### src/design/credit_priority_scheduler_queues_assert.svh
// Assertion macros for the credit priority scheduler queues.
`ifndef CREDIT_PRIORITY_SCHEDULER_QUEUES_ASSERT_SVH
`define CREDIT_PRIORITY_SCHEDULER_QUEUES_ASSERT_SVH

`ifndef SYNTH

`define CSQ_ASSERT(lbl, cond, msg) \
  lbl: assert property (@(posedge clk) disable iff (!rst_n) (cond)) else $error(msg);

`define CSQ_ASSERT_NEXT(lbl, ante, cons, msg) \
  lbl: assert property (@(posedge clk) disable iff (!rst_n) (ante) |=> (cons)) \
    else $error(msg);

`else

`define CSQ_ASSERT(lbl, cond, msg)

`define CSQ_ASSERT_NEXT(lbl, ante, cons, msg)

`endif

`endif

### src/design/csq_pkg.sv
// Shared constants, types and codes for the credit priority scheduler queues.
`default_nettype none

package csq_pkg;

  localparam int MAX_PROCS = 16;
  localparam int IDX_W     = $clog2(MAX_PROCS);
  localparam int CNT_W     = $clog2(MAX_PROCS + 1);
  localparam int PID_W     = 4;
  localparam int NUM_PIDS  = 1 << PID_W;
  localparam int CRED_W    = 8;
  localparam int TMR_W     = 8;

  typedef enum logic [1:0] {
    CMD_ENQ   = 2'd0,
    CMD_DEQ   = 2'd1,
    CMD_BLOCK = 2'd2,
    CMD_TICK  = 2'd3
  } cmd_t;

  typedef enum logic [2:0] {
    S_IDLE,
    S_EXEC,
    S_TICK,
    S_WAIT,
    S_DONE
  } top_state_t;

  typedef enum logic [1:0] {
    RQ_IDLE,
    RQ_LOAD,
    RQ_WALK
  } rq_state_t;

  // Request into the ready queue.
  typedef struct packed {
    logic              ins;
    logic              pop;
    logic              use_given;
    logic [PID_W-1:0]  pid;
    logic [CRED_W-1:0] credits;
  } rdy_req_t;

  typedef struct packed {
    logic             done;
    logic [PID_W-1:0] head;
    logic [CNT_W-1:0] fill;
  } rdy_stat_t;

  // Write and fill control of the blocked queue.
  typedef struct packed {
    logic             wr_en;
    logic [IDX_W-1:0] wr_idx;
    logic [PID_W-1:0] wr_pid;
    logic [TMR_W-1:0] wr_timer;
    logic             fill_inc;
    logic             fill_load;
    logic [CNT_W-1:0] fill_val;
  } blk_ctl_t;

endpackage

`default_nettype wire

### src/design/csq_ready_q.sv
// Ready queue: credit table, ordered list and the sequential credit compare walk.
`default_nettype none

module csq_ready_q (
  input  logic               clk,
  input  logic               rst_n,
  input  csq_pkg::rdy_req_t  req,
  output csq_pkg::rdy_stat_t stat
);
  import csq_pkg::*;

  logic [CRED_W-1:0] credit_mem [NUM_PIDS];
  logic [PID_W-1:0]  list_r [MAX_PROCS];
  logic [CNT_W-1:0]  fill_r;
  logic [CNT_W-1:0]  pos_r;
  logic [PID_W-1:0]  pid_r;
  logic [CRED_W-1:0] cval_r;
  rq_state_t         st_r, st_nxt;

  logic [PID_W-1:0]  rd_addr;
  logic [CRED_W-1:0] rd_cred;
  logic              walk_more;
  logic              place;
  logic              do_pop;
  logic              do_start;

  // One credit read port: the new entry's credits while loading, the walked entry otherwise.
  assign rd_addr   = (st_r == RQ_LOAD) ? pid_r : list_r[pos_r[IDX_W-1:0]];
  assign rd_cred   = credit_mem[rd_addr];
  assign walk_more = (pos_r < fill_r) && (cval_r < rd_cred);

  always_comb begin
    st_nxt = st_r;
    unique case (st_r)
      RQ_IDLE: begin
        if (req.ins) begin
          st_nxt = req.use_given ? RQ_WALK : RQ_LOAD;
        end
      end
      RQ_LOAD: st_nxt = RQ_WALK;
      RQ_WALK: begin
        if (!walk_more) begin
          st_nxt = RQ_IDLE;
        end
      end
      default: st_nxt = RQ_IDLE;
    endcase
  end

  always_comb begin
    place    = (st_r == RQ_WALK) && !walk_more;
    do_start = (st_r == RQ_IDLE) && req.ins;
    do_pop   = (st_r == RQ_IDLE) && req.pop && (fill_r != '0);
    stat     = '{done: place, head: list_r[0], fill: fill_r};
  end

  always_ff @(posedge clk) begin
    if (!rst_n) begin
      st_r   <= RQ_IDLE;
      fill_r <= '0;
    end else begin
      st_r <= st_nxt;
      if (place) begin
        fill_r <= fill_r + CNT_W'(1);
      end else if (do_pop) begin
        fill_r <= fill_r - CNT_W'(1);
      end
    end
  end

  always_ff @(posedge clk) begin
    if (do_start) begin
      pid_r <= req.pid;
      pos_r <= '0;
      if (req.use_given) begin
        cval_r                <= req.credits;
        credit_mem[req.pid]   <= req.credits;
      end
    end
    if (st_r == RQ_LOAD) begin
      cval_r <= rd_cred;
    end
    if ((st_r == RQ_WALK) && walk_more) begin
      pos_r <= pos_r + CNT_W'(1);
    end
    if (place) begin
      // Open a slot at the found position and move the tail back by one.
      if (pos_r == '0) begin
        list_r[0] <= pid_r;
      end
      for (int k = 1; k < MAX_PROCS; k++) begin
        if (CNT_W'(k) == pos_r) begin
          list_r[k] <= pid_r;
        end else if ((CNT_W'(k) > pos_r) && (CNT_W'(k) <= fill_r)) begin
          list_r[k] <= list_r[k-1];
        end
      end
    end else if (do_pop) begin
      for (int k = 0; k < MAX_PROCS - 1; k++) begin
        list_r[k] <= list_r[k+1];
      end
    end
  end

endmodule

`default_nettype wire

### src/design/csq_blk_q.sv
// Blocked queue: process numbers and countdown timers with one read and one write port.
`default_nettype none

module csq_blk_q (
  input  logic                     clk,
  input  logic                     rst_n,
  input  csq_pkg::blk_ctl_t        ctl,
  input  logic [csq_pkg::IDX_W-1:0] rd_idx,
  output logic [csq_pkg::PID_W-1:0] rd_pid,
  output logic [csq_pkg::TMR_W-1:0] rd_timer,
  output logic [csq_pkg::CNT_W-1:0] fill
);
  import csq_pkg::*;

  logic [PID_W-1:0] pid_mem [MAX_PROCS];
  logic [TMR_W-1:0] tmr_mem [MAX_PROCS];
  logic [CNT_W-1:0] fill_r;

  assign rd_pid   = pid_mem[rd_idx];
  assign rd_timer = tmr_mem[rd_idx];
  assign fill     = fill_r;

  always_ff @(posedge clk) begin
    if (!rst_n) begin
      fill_r <= '0;
    end else if (ctl.fill_load) begin
      fill_r <= ctl.fill_val;
    end else if (ctl.fill_inc) begin
      fill_r <= fill_r + CNT_W'(1);
    end
  end

  always_ff @(posedge clk) begin
    if (ctl.wr_en) begin
      pid_mem[ctl.wr_idx] <= ctl.wr_pid;
      tmr_mem[ctl.wr_idx] <= ctl.wr_timer;
    end
  end

endmodule

`default_nettype wire

### src/design/credit_priority_scheduler_queues.sv
// Top level: command sequencer over the ready queue and the blocked timer queue.
`default_nettype none

// Each request runs alone: in_stall is high from acceptance until the result is
// loaded into the output register, and a new request can be taken while that
// result still waits on out_stall. Dequeue and block go from execute to done;
// an enqueue waits in between for the ready queue insert, and a tick walks the
// blocked entries, waiting for that insert for every entry that it moves. A
// finished request also waits for as long as the previous result is held by
// out_stall. The cost is set by the credit compare walk in the ready queue,
// which checks one ready entry per cycle, and by the timer unit, which
// decrements one blocked entry per cycle while no moved entry is inserted.
`include "credit_priority_scheduler_queues_assert.svh"

module credit_priority_scheduler_queues (
  input  logic       clk,
  input  logic       rst_n,
  input  logic       in_valid,
  output logic       in_stall,
  input  logic [1:0] in_cmd,
  input  logic [3:0] in_pid,
  input  logic [7:0] in_credits,
  input  logic       in_tick_newest,
  output logic       out_valid,
  input  logic       out_stall,
  output logic [3:0] out_pid,
  output logic       out_pid_valid,
  output logic       out_ok,
  output logic [4:0] out_returned_count,
  output logic [4:0] out_ready_count,
  output logic [4:0] out_blocked_count,
  input  logic       cfg_wr_en,
  input  logic [7:0] cfg_wr_data
);
  import csq_pkg::*;

  top_state_t        state_r, state_nxt;
  cmd_t              cmd_r;
  logic [PID_W-1:0]  pid_r;
  logic [CRED_W-1:0] cred_r;
  logic              upd_r;
  logic [TMR_W-1:0]  block_delay_r;
  logic [CNT_W-1:0]  i_r, w_r, lim_r, moved_r;
  logic              ok_r;
  logic [PID_W-1:0]  deq_pid_r;
  logic              deq_valid_r;
  logic              out_valid_r;

  rdy_req_t          rdy_req;
  rdy_stat_t         rdy_stat;
  blk_ctl_t          blk_ctl;
  logic [PID_W-1:0]  blk_rd_pid;
  logic [TMR_W-1:0]  blk_rd_timer;
  logic [CNT_W-1:0]  blk_fill;

  logic              accept;
  logic              out_free;
  logic              rdy_full;
  logic              blk_full;
  logic              tick_end;
  logic              dec_en;
  logic [TMR_W-1:0]  new_tmr;
  logic              expired;
  logic              move_now;
  logic              i_inc, w_inc, ok_clr, deq_cap, tick_init, out_load;

  csq_ready_q u_ready (
    .clk   (clk),
    .rst_n (rst_n),
    .req   (rdy_req),
    .stat  (rdy_stat)
  );

  csq_blk_q u_blk (
    .clk      (clk),
    .rst_n    (rst_n),
    .ctl      (blk_ctl),
    .rd_idx   (i_r[IDX_W-1:0]),
    .rd_pid   (blk_rd_pid),
    .rd_timer (blk_rd_timer),
    .fill     (blk_fill)
  );

  assign in_stall  = (state_r != S_IDLE);
  assign accept    = in_valid && !in_stall;
  assign out_free  = !out_valid_r || !out_stall;
  assign rdy_full  = (rdy_stat.fill == CNT_W'(MAX_PROCS));
  assign blk_full  = (blk_fill == CNT_W'(MAX_PROCS));
  assign tick_end  = (i_r == blk_fill);

  // Shared timer unit: the entry under the tick pointer is decremented unless it is
  // the newest one and the tick leaves that one alone.
  assign dec_en    = (i_r < lim_r) && (blk_rd_timer != '0);
  assign new_tmr   = dec_en ? (blk_rd_timer - TMR_W'(1)) : blk_rd_timer;
  assign expired   = (new_tmr == '0);
  assign move_now  = expired && !rdy_full;

  always_comb begin
    state_nxt = state_r;
    unique case (state_r)
      S_IDLE: begin
        if (accept) begin
          state_nxt = S_EXEC;
        end
      end
      S_EXEC: begin
        unique case (cmd_r)
          CMD_ENQ:   state_nxt = rdy_full ? S_DONE : S_WAIT;
          CMD_DEQ:   state_nxt = S_DONE;
          CMD_BLOCK: state_nxt = S_DONE;
          CMD_TICK:  state_nxt = S_TICK;
          default:   state_nxt = S_DONE;
        endcase
      end
      S_TICK: begin
        if (tick_end) begin
          state_nxt = S_DONE;
        end else if (move_now) begin
          state_nxt = S_WAIT;
        end
      end
      S_WAIT: begin
        if (rdy_stat.done) begin
          state_nxt = (cmd_r == CMD_TICK) ? S_TICK : S_DONE;
        end
      end
      S_DONE: begin
        if (out_free) begin
          state_nxt = S_IDLE;
        end
      end
      default: state_nxt = S_IDLE;
    endcase
  end

  always_comb begin
    rdy_req   = '0;
    blk_ctl   = '0;
    i_inc     = 1'b0;
    w_inc     = 1'b0;
    ok_clr    = 1'b0;
    deq_cap   = 1'b0;
    tick_init = 1'b0;
    out_load  = 1'b0;
    unique case (state_r)
      S_EXEC: begin
        unique case (cmd_r)
          CMD_ENQ: begin
            if (rdy_full) begin
              ok_clr = 1'b1;
            end else begin
              rdy_req.ins       = 1'b1;
              rdy_req.use_given = 1'b1;
              rdy_req.pid       = pid_r;
              rdy_req.credits   = cred_r;
            end
          end
          CMD_DEQ: begin
            if (rdy_stat.fill == '0) begin
              ok_clr = 1'b1;
            end else begin
              rdy_req.pop = 1'b1;
              deq_cap     = 1'b1;
            end
          end
          CMD_BLOCK: begin
            if (blk_full) begin
              ok_clr = 1'b1;
            end else begin
              blk_ctl.wr_en    = 1'b1;
              blk_ctl.wr_idx   = blk_fill[IDX_W-1:0];
              blk_ctl.wr_pid   = pid_r;
              blk_ctl.wr_timer = (block_delay_r == '0) ? TMR_W'(1) : block_delay_r;
              blk_ctl.fill_inc = 1'b1;
            end
          end
          CMD_TICK: tick_init = 1'b1;
          default: ;
        endcase
      end
      S_TICK: begin
        if (tick_end) begin
          blk_ctl.fill_load = 1'b1;
          blk_ctl.fill_val  = w_r;
        end else if (move_now) begin
          rdy_req.ins = 1'b1;
          rdy_req.pid = blk_rd_pid;
          i_inc       = 1'b1;
        end else begin
          // Kept entry: compact it down; one that could not move retries next tick.
          blk_ctl.wr_en    = 1'b1;
          blk_ctl.wr_idx   = w_r[IDX_W-1:0];
          blk_ctl.wr_pid   = blk_rd_pid;
          blk_ctl.wr_timer = expired ? TMR_W'(1) : new_tmr;
          ok_clr           = expired;
          i_inc            = 1'b1;
          w_inc            = 1'b1;
        end
      end
      S_DONE: out_load = out_free;
      default: ;
    endcase
  end

  always_ff @(posedge clk) begin
    if (!rst_n) begin
      state_r       <= S_IDLE;
      block_delay_r <= TMR_W'(2);
      out_valid_r   <= 1'b0;
    end else begin
      state_r <= state_nxt;
      if (cfg_wr_en) begin
        block_delay_r <= cfg_wr_data;
      end
      if (out_load) begin
        out_valid_r <= 1'b1;
      end else if (out_valid_r && !out_stall) begin
        out_valid_r <= 1'b0;
      end
    end
  end

  always_ff @(posedge clk) begin
    if (accept) begin
      cmd_r       <= cmd_t'(in_cmd);
      pid_r       <= in_pid;
      cred_r      <= in_credits;
      upd_r       <= in_tick_newest;
      ok_r        <= 1'b1;
      deq_pid_r   <= '0;
      deq_valid_r <= 1'b0;
      moved_r     <= '0;
    end
    if (ok_clr) begin
      ok_r <= 1'b0;
    end
    if (deq_cap) begin
      deq_pid_r   <= rdy_stat.head;
      deq_valid_r <= 1'b1;
    end
    if (tick_init) begin
      i_r <= '0;
      w_r <= '0;
      if (upd_r || (blk_fill == '0)) begin
        lim_r <= blk_fill;
      end else begin
        lim_r <= blk_fill - CNT_W'(1);
      end
    end
    if (i_inc) begin
      i_r <= i_r + CNT_W'(1);
    end
    if (w_inc) begin
      w_r <= w_r + CNT_W'(1);
    end
    if (rdy_req.ins && (state_r == S_TICK)) begin
      moved_r <= moved_r + CNT_W'(1);
    end
    if (out_load) begin
      out_pid            <= deq_pid_r;
      out_pid_valid      <= deq_valid_r;
      out_ok             <= ok_r;
      out_returned_count <= moved_r;
      out_ready_count    <= rdy_stat.fill;
      out_blocked_count  <= blk_fill;
    end
  end

  assign out_valid = out_valid_r;

  `CSQ_ASSERT(a_ins_not_full, !rdy_req.ins || !rdy_full, "ready insert requested while full")
  `CSQ_ASSERT(a_compact_order, (state_r != S_TICK) || (w_r <= i_r), "tick write pointer passed read pointer")
  `CSQ_ASSERT(a_fill_bound, (rdy_stat.fill <= CNT_W'(MAX_PROCS)) && (blk_fill <= CNT_W'(MAX_PROCS)), "queue fill out of range")
  `CSQ_ASSERT_NEXT(a_result_shown, out_load, out_valid && (state_r == S_IDLE), "loaded result not presented")

endmodule

`default_nettype wire

### config.mk
export PLATFORM = sky130hd
export DESIGN_NAME = credit_priority_scheduler_queues
export DESIGN_NICKNAME = d
export VERILOG_FILES = /design/src/design/csq_pkg.sv /design/src/design/csq_ready_q.sv /design/src/design/csq_blk_q.sv /design/src/design/credit_priority_scheduler_queues.sv
export VERILOG_INCLUDE_DIRS = /design/src /design/src/design
export SDC_FILE = /design/constraint.sdc
export NUM_CORES = 1
export LEC_CHECK = 0
export BUFFER_PORTS_ARGS = -buffer_cell sky130_fd_sc_hd__buf_4
export CORE_ASPECT_RATIO = 0.9
export CORE_MARGIN = 2
export CORE_UTILIZATION = 50
export DETAILED_ROUTE_END_ITERATION = 8
export PLACE_DENSITY = 0.77
export SYNTH_ARGS = -nofsm -noshare
export SYNTH_HDL_FRONTEND = slang
export SYNTH_SLANG_ARGS = --single-unit
### constraint.sdc
create_clock -name clk -period 5.3 [get_ports clk]
set_input_delay 0.53 -clock clk [delete_from_list [all_inputs] [get_ports clk]]
set_output_delay 0.53 -clock clk [all_outputs]
set_load 0.05 [all_outputs]
==> results.toml, run 1 <==
[status]
outcome = "finished, final reports clean"

[place]
port_buffers = 50
placed_area_um2 = 24100
hpwl_mm = 37.9
gp_congestion = 0.917
pre_cts_ws_ps = -77.1

[floorplanning]
initial_core_util_pct = 50.9
core.rowCount = 73
ios = 51
die_y_um = 206
die_w_um = 228
die_area_um2 = 47000
coreArea_um2 = 44500

[layout]
final_util_pct = 58.3
ff_latch_area_um2 = 14500
design_area_um2 = 25900
nNetsFinal = 1783
syn2layout_area_growth_pct = 14.4
antenna_cells = 0
fillerInstances = 3360
multi_input_area_um2 = 7640
drive_gt1_share_pct = 20.3

[routing]
wl_per_cell_um = 24.5
ant_nets = 0
drt_iter0_drc = 1914
wl_mm = 57.7
dr.pass1.iters = 6
routed_via_density = 6.26
drcViolationCount = 0
vias = 14800

[worst_hold_path]
hp-start = "in_credits[0]"
worst_hold_path_type = "input port to flop"
hold_end = "cred_r[0]$_DFFE_PP_"
hold_path_depth = 1

[global_route]
grt_pass1_vias = 14200
grt_use_total_pct = 24.2
grt_overflow = 0
grt_max_degree = 37
grt_pass1_wl_mm = 86.3
antenna_found_initial = 0

[timing]
fin_crit_sh_pct = 98.5
slew_headroom_pct = 27.3
max_freq_mhz = 192
final.setup.worst_slack_ps = 80.6
hold_viol = 0
finalSetupViolCount = 0
tightest_slew_ps = 1090
slew_violations = 0
min_period_ps = 5220
fin_skew_ps = 17.9

[setup_path]
worst-r2r-setup-slack_ps = 80
worstSetupEndpointType = "flop"
r2r_end = "u_ready.list_r[5][0]$_DFFE_PP_"
cp.required_ps = 5630
worstRegToRegCells = 22
worstPathMaxFanout = 23
crit_arrival_ps = 5550
critPathKind = "flop to flop"
cp-start-kind = "flop"

[clocking]
htreeDepth = 2
insertion_delay_ps = 590
hold_buffers = 0
clockBufferDepth = 3
cts.sinks = 495
cts_tree = "yes"
cts_buffers = 47
clockRootBuffer = "clkbuf_16"
path_clk_slew_ps = 70

[logic_synthesis]
synth_most_common_cell = "edfxtp_1"
syn_avg_cell_area_um2 = 14.1
synthCells = 1609
netlist.area_leader.share_pct = 61.1
syn-num-nets = 1672
synth_edf_count = 461
netlist_top_cells_count = "461 x edfxtp_1, 129 x nand2_1, 110 x nor2_1"
syn_area_um2 = 22700
ys.flop_type = "edfxtp_1"
synth_cell_types = 82
synth_area_leaders = "edfxtp_1 61%, mux4_2 6.6%, mux2i_1 3.6%"
synth-seq-cells = 495
ys_seq_area_share_pct = 64.1
yosys.area.top_type = "edfxtp_1"
async_flop_share_pct = 0
synth-warning-count = 0

[power_and_ir_drop]
power.total_uw = 9420
leakage_uw = 0.00915
p_per_area_nw_per_um2 = 363
ir_drop_uv = 289

[flow_run]
maxCapViolCount = 0
metrics by stage:
step / hold WS, ps / instances / setup TNS, ps
floorplan: 400 / 1609 / 0
global placement: 409 / 2254 / 0
detailed placement: 418 / 2254 / -993
CTS: 98.9 / 2341 / -45.6
global route: 103 / 2358 / -5200
finish: 112 / 2358 / 0
state kept, by name, indices dropped and copies added (netlist names), 4 cells and up, named ones only:
name,flops
out_ready_count,5
u_blk.fill,5
u_ready.pid_r,4
lim_r,5
cred_r,8
u_blk.pid_mem,64
u_ready.credit_mem,128
u_ready.cval_r,8
out_blocked_count,5
deq_pid_r,4
w_r,5
moved_r,5
i_r,5
u_ready.fill_r,5
pid_r,4
out_pid,4
out_returned_count,5
u_ready.list_r,64
u_blk.tmr_mem,128
block_delay_r,8
u_ready.pos_r,5
timing repair:
action / 4_1_cts / 5_1_grt
gates resized for setup: 2 / 21
gates cloned: 0 / 3
buffers inserted: 0 / 14
setup endpoints to repair: 28 / 135
pin swaps: 1 / 3
critical path, stage by stage (launching register included):
cell	delay (ps)
dfxtp_4	350
buf_12	130
mux2_2	330
o311a_1	290
nand4_1	90
o211ai_1	200
buf_4	220
buf_6	140
buf_4	140
mux2i_1	100
mux4_2	470
mux2_4	300
ha_1	190
a21o_1	150
a21oi_1	180
nor2b_2	80
a2111oi_4	310
and3_4	260
nand4b_2	180
and3_4	260
buf_12	160
and3_1	160
a221o_1	260
area by class of cell:
class                           instances  share of cell area (%)
Clock buffer                           54                    4.64
Clock inverter                         33                    1.55
Inverter                               41                   0.594
Multi-Input combinational cell        981                    29.5
Sequential cell                       495                    56.0
Tap cell                              600                    2.90
Timing Repair Buffer                  154                    4.83
power by group:
part / switching (uW) / total [uW] / internal (uW)
registers: 102 / 4480 / 4380
clock network: 1490 / 3520 / 2030
logic: 803 / 1420 / 618
cell families after synthesis:
family	synth area share, %
DFF	64.1
and+or+nand+nor	9.82
xor gates and xnor gates	0.966
AOI/OAI and AO/OA	8.74
adders and majority gates	1.93
muxes	11.9
buffers and inverters	2.50
worst max-delay path by stage:
stage,startpoint,endpoint,slack (ps),cells after the start
2_1_floorplan,flop,u_ready.list_r[5][0]$_DFFE_PP_,120,21
3_3_place_gp,flop,u_ready.list_r[6][1]$_DFFE_PP_,90,23
5_1_grt,flop,u_ready.list_r[5][1]$_DFFE_PP_,-100,22
4_1_cts,flop,u_ready.list_r[6][0]$_DFFE_PP_,-10,24
3_5_place_dp,flop,u_ready.list_r[6][0]$_DFFE_PP_,-80,24
6_report,flop,u_ready.list_r[5][0]$_DFFE_PP_,80,22
cell usage in the layout, fill, tap and decap left out, types with 22 or more instances in the layout:
cell type	count
dfxtp_1	31
ha_1	35
a22oi_1	23
clkbuf_16	49
o21ai_0	78
mux2i_1	80
nor2_1	110
and3_1	27
inv_1	38
mux4_2	66
and2_1	28
a21oi_1	49
mux2_2	26
nand2_1	129
nand3_1	57
nor3_1	22
buf_4	144
edfxtp_1	461
layer usage:
layer | routed length [um] | GRT usage [%] | vias to the layer above
met3 | 5890 | 4.97 | 116
met2 | 27300 | 38.7 | 886
li1 | - | - | 6432
met1 | 23000 | 33.9 | 7320
met5 | 0 | 0 | -
met4 | 1520 | 7.05 | 0
Power figures use the tool's default switching activity.
==> run 2: changes to the inputs <==
--- a/config.mk
+++ b/config.mk
@@ -12,6 +12,7 @@
 export CORE_UTILIZATION = 50
 export DETAILED_ROUTE_END_ITERATION = 8
 export PLACE_DENSITY = 0.77
+export SETUP_SLACK_MARGIN = 0.1
 export SYNTH_ARGS = -nofsm -noshare
 export SYNTH_HDL_FRONTEND = slang
 export SYNTH_SLANG_ARGS = --single-unit
==> run 2 against run 1 <==
Critical path depth grew 1. Critical endpoint is now u_ready.list_r[8][0]$_DFFE_PP_. Largest cell class unchanged. Global-route usage is essentially flat. Via count is 0.70% higher. Fmax up 1.0%.
==> results.toml, run 2 (synthesis gave the netlist of run 1 again) <==
[routing]
ant_nets = 0
drt_iter0_drc = 1951
routed_via_density = 6.27
vias = 14900
dr.pass1.iters = 8
drcViolationCount = 0
wl_per_cell_um = 24.6
wl_mm = 58.2

[power_and_ir_drop]
power.total_uw = 9460
swShare_pct = 25.5
p_sw_uw = 2410
leakage_uw = 0.00924
p_clk_share_pct = 37.3
ir_drop_uv = 290
intPower_uw = 7050
power.share.sequential_pct = 47.4
combPwrFrac_pct = 15.4
p_per_area_nw_per_um2 = 362

[timing]
finalSetupViolCount = 0
hold_viol = 0
hold_slack_ps = 109
fin_crit_sh_pct = 97.5
slew_headroom_pct = 27.7
fin_skew_ps = 20.9
min_period_ps = 5170
max_freq_mhz = 194
final.setup.worst_slack_ps = 132
tightest_slew_ps = 1080
slew_violations = 0
rsz0062_at_grt = "yes"

[clocking]
cts.sinks = 495
cts_buffers = 47
cts_tree = "yes"
clockBufferDepth = 3
hold_buffers = 0
insertion_delay_ps = 590
htreeDepth = 2
path_clk_slew_ps = 70
clockRootBuffer = "clkbuf_16"

[setup_path]
critPathKind = "flop to flop"
cp.required_ps = 5660
cp-start-kind = "flop"
crit_arrival_ps = 5520
path_cells = "buf_12, mux4_2, o21ai_0, o211ai_1, buf_4, buf_8, mux2i_1, a211oi_2, a21oi_2, mux2_2, ha_1, a21o_1, a21oi_2, nor2b_2, a2111oi_4, and3_4, nand4_1, buf_4, nand3_4, buf_6, buf_8, o21ai_0, buf_4"
worstPathMaxFanout = 8
crit_path_top_delay_cell = "mux4_2"
worstSetupEndpointType = "flop"
crit_path_frequent_cell = "buf_4"
cpPeakStageDelay_ps = 500

[floorplanning]
coreArea_um2 = 44500
initial_core_util_pct = 50.9
die_area_um2 = 47000
die_y_um = 206
ios = 51
core.rowCount = 73
die_w_um = 228

[global_route]
antenna_found_initial = 0
grt_use_total_pct = 24.2
grt_overflow = 0
grt_pass1_vias = 14200
grt_pass1_wl_mm = 86.4
grt_max_degree = 37

[flow_run]
maxCapViolCount = 0

[layout]
antenna_cells = 0
syn2layout_area_growth_pct = 15.2
drive_gt1_share_pct = 21.2
final_common_cell = "edfxtp_1"
top_regs = "u_blk.tmr_mem (128), u_ready.credit_mem (128)"
nNetsFinal = 1796
final_cell_mix = "461 x edfxtp_1, 152 x buf_4, 129 x nand2_1"

[worst_hold_path]
worst_hold_path_type = "input port to flop"

[place]
port_buffers = 50
hpwl_mm = 37.9
gp_congestion = 0.917
pre_cts_ws_ps = -77.1

[status]
outcome = "finished, final reports clean"
-- run 2: cell type report --
class                   count  area (um2)
fillers                  3336       18400
flip-flops and latches    495       14500
multi-input cells         981        7680
repair buffers            167        1390
clock buffers              54        1200
well taps                 600         751
clock inverters            33         403
inverters                  41         154
-- run 2: worst max-delay path, delay by kind of cell (launching register included) --
family	cells	cell delay, ps
AOI/OAI and AO/OA	8	1560
adders and majority gates	1	310
buffers and inverters	7	1150
DFF	1	380
muxes	3	940
and+or+nand+nor	4	590
-- run 2: power groups by stage --
stage	logic [uW]	clock network (uW)	registers, uW
5_1_grt	1550	3710	4490
2_1_floorplan	976	0	4520
6_report	1450	3530	4480
3_3_place_gp	1300	0	4560
4_1_cts	1350	3560	4480
3_5_place_dp	1330	0	4560
-- run 2: per-stage QoR --
stage | setup TNS, ps | std cells | cell area [um2] | utilization (%)
finish | 0 | 2371 | 26100 | 58.7
global route | -67.6 | 2371 | 26100 | 58.7
CTS | 0 | 2341 | 25700 | 57.8
detailed placement | -993 | 2254 | 24100 | 54.2
global placement | 0 | 2254 | 24100 | 54.2
floorplan | 0 | 1609 | 22700 | -
-- run 2: metal layers --
metal  track usage (%)  share of wire, %  routed length [um]  vias up
li1                  -                 -                   -     6467
met5                 0                 0                   0        -
met2              38.7                47               27500      931
met4              7.19               2.8                1620        0
met1              33.9                40               23200     7337
met3              4.87                10                5970      123
-- run 2: worst paths after layout --
kind              slack [ps]                        endpoint                       start  cells past startpoint
setup / recovery         130  u_ready.list_r[8][0]$_DFFE_PP_                        flop                     23
hold / removal           110             cred_r[0]$_DFFE_PP_               in_credits[0]                      1
setup reg to reg         130  u_ready.list_r[8][0]$_DFFE_PP_                        flop                     23
hold reg to reg          430            out_pid[1]$_DFFE_PP_  deq_pid_r[1]$_SDFFCE_PN0P_                      0
-- run 2: timing repair --
item,in CTS,in global routing
pin swaps,1,9
setup buffers,0,26
cloned,0,4
setup endpoints to repair,91,136
resized for setup,5,35
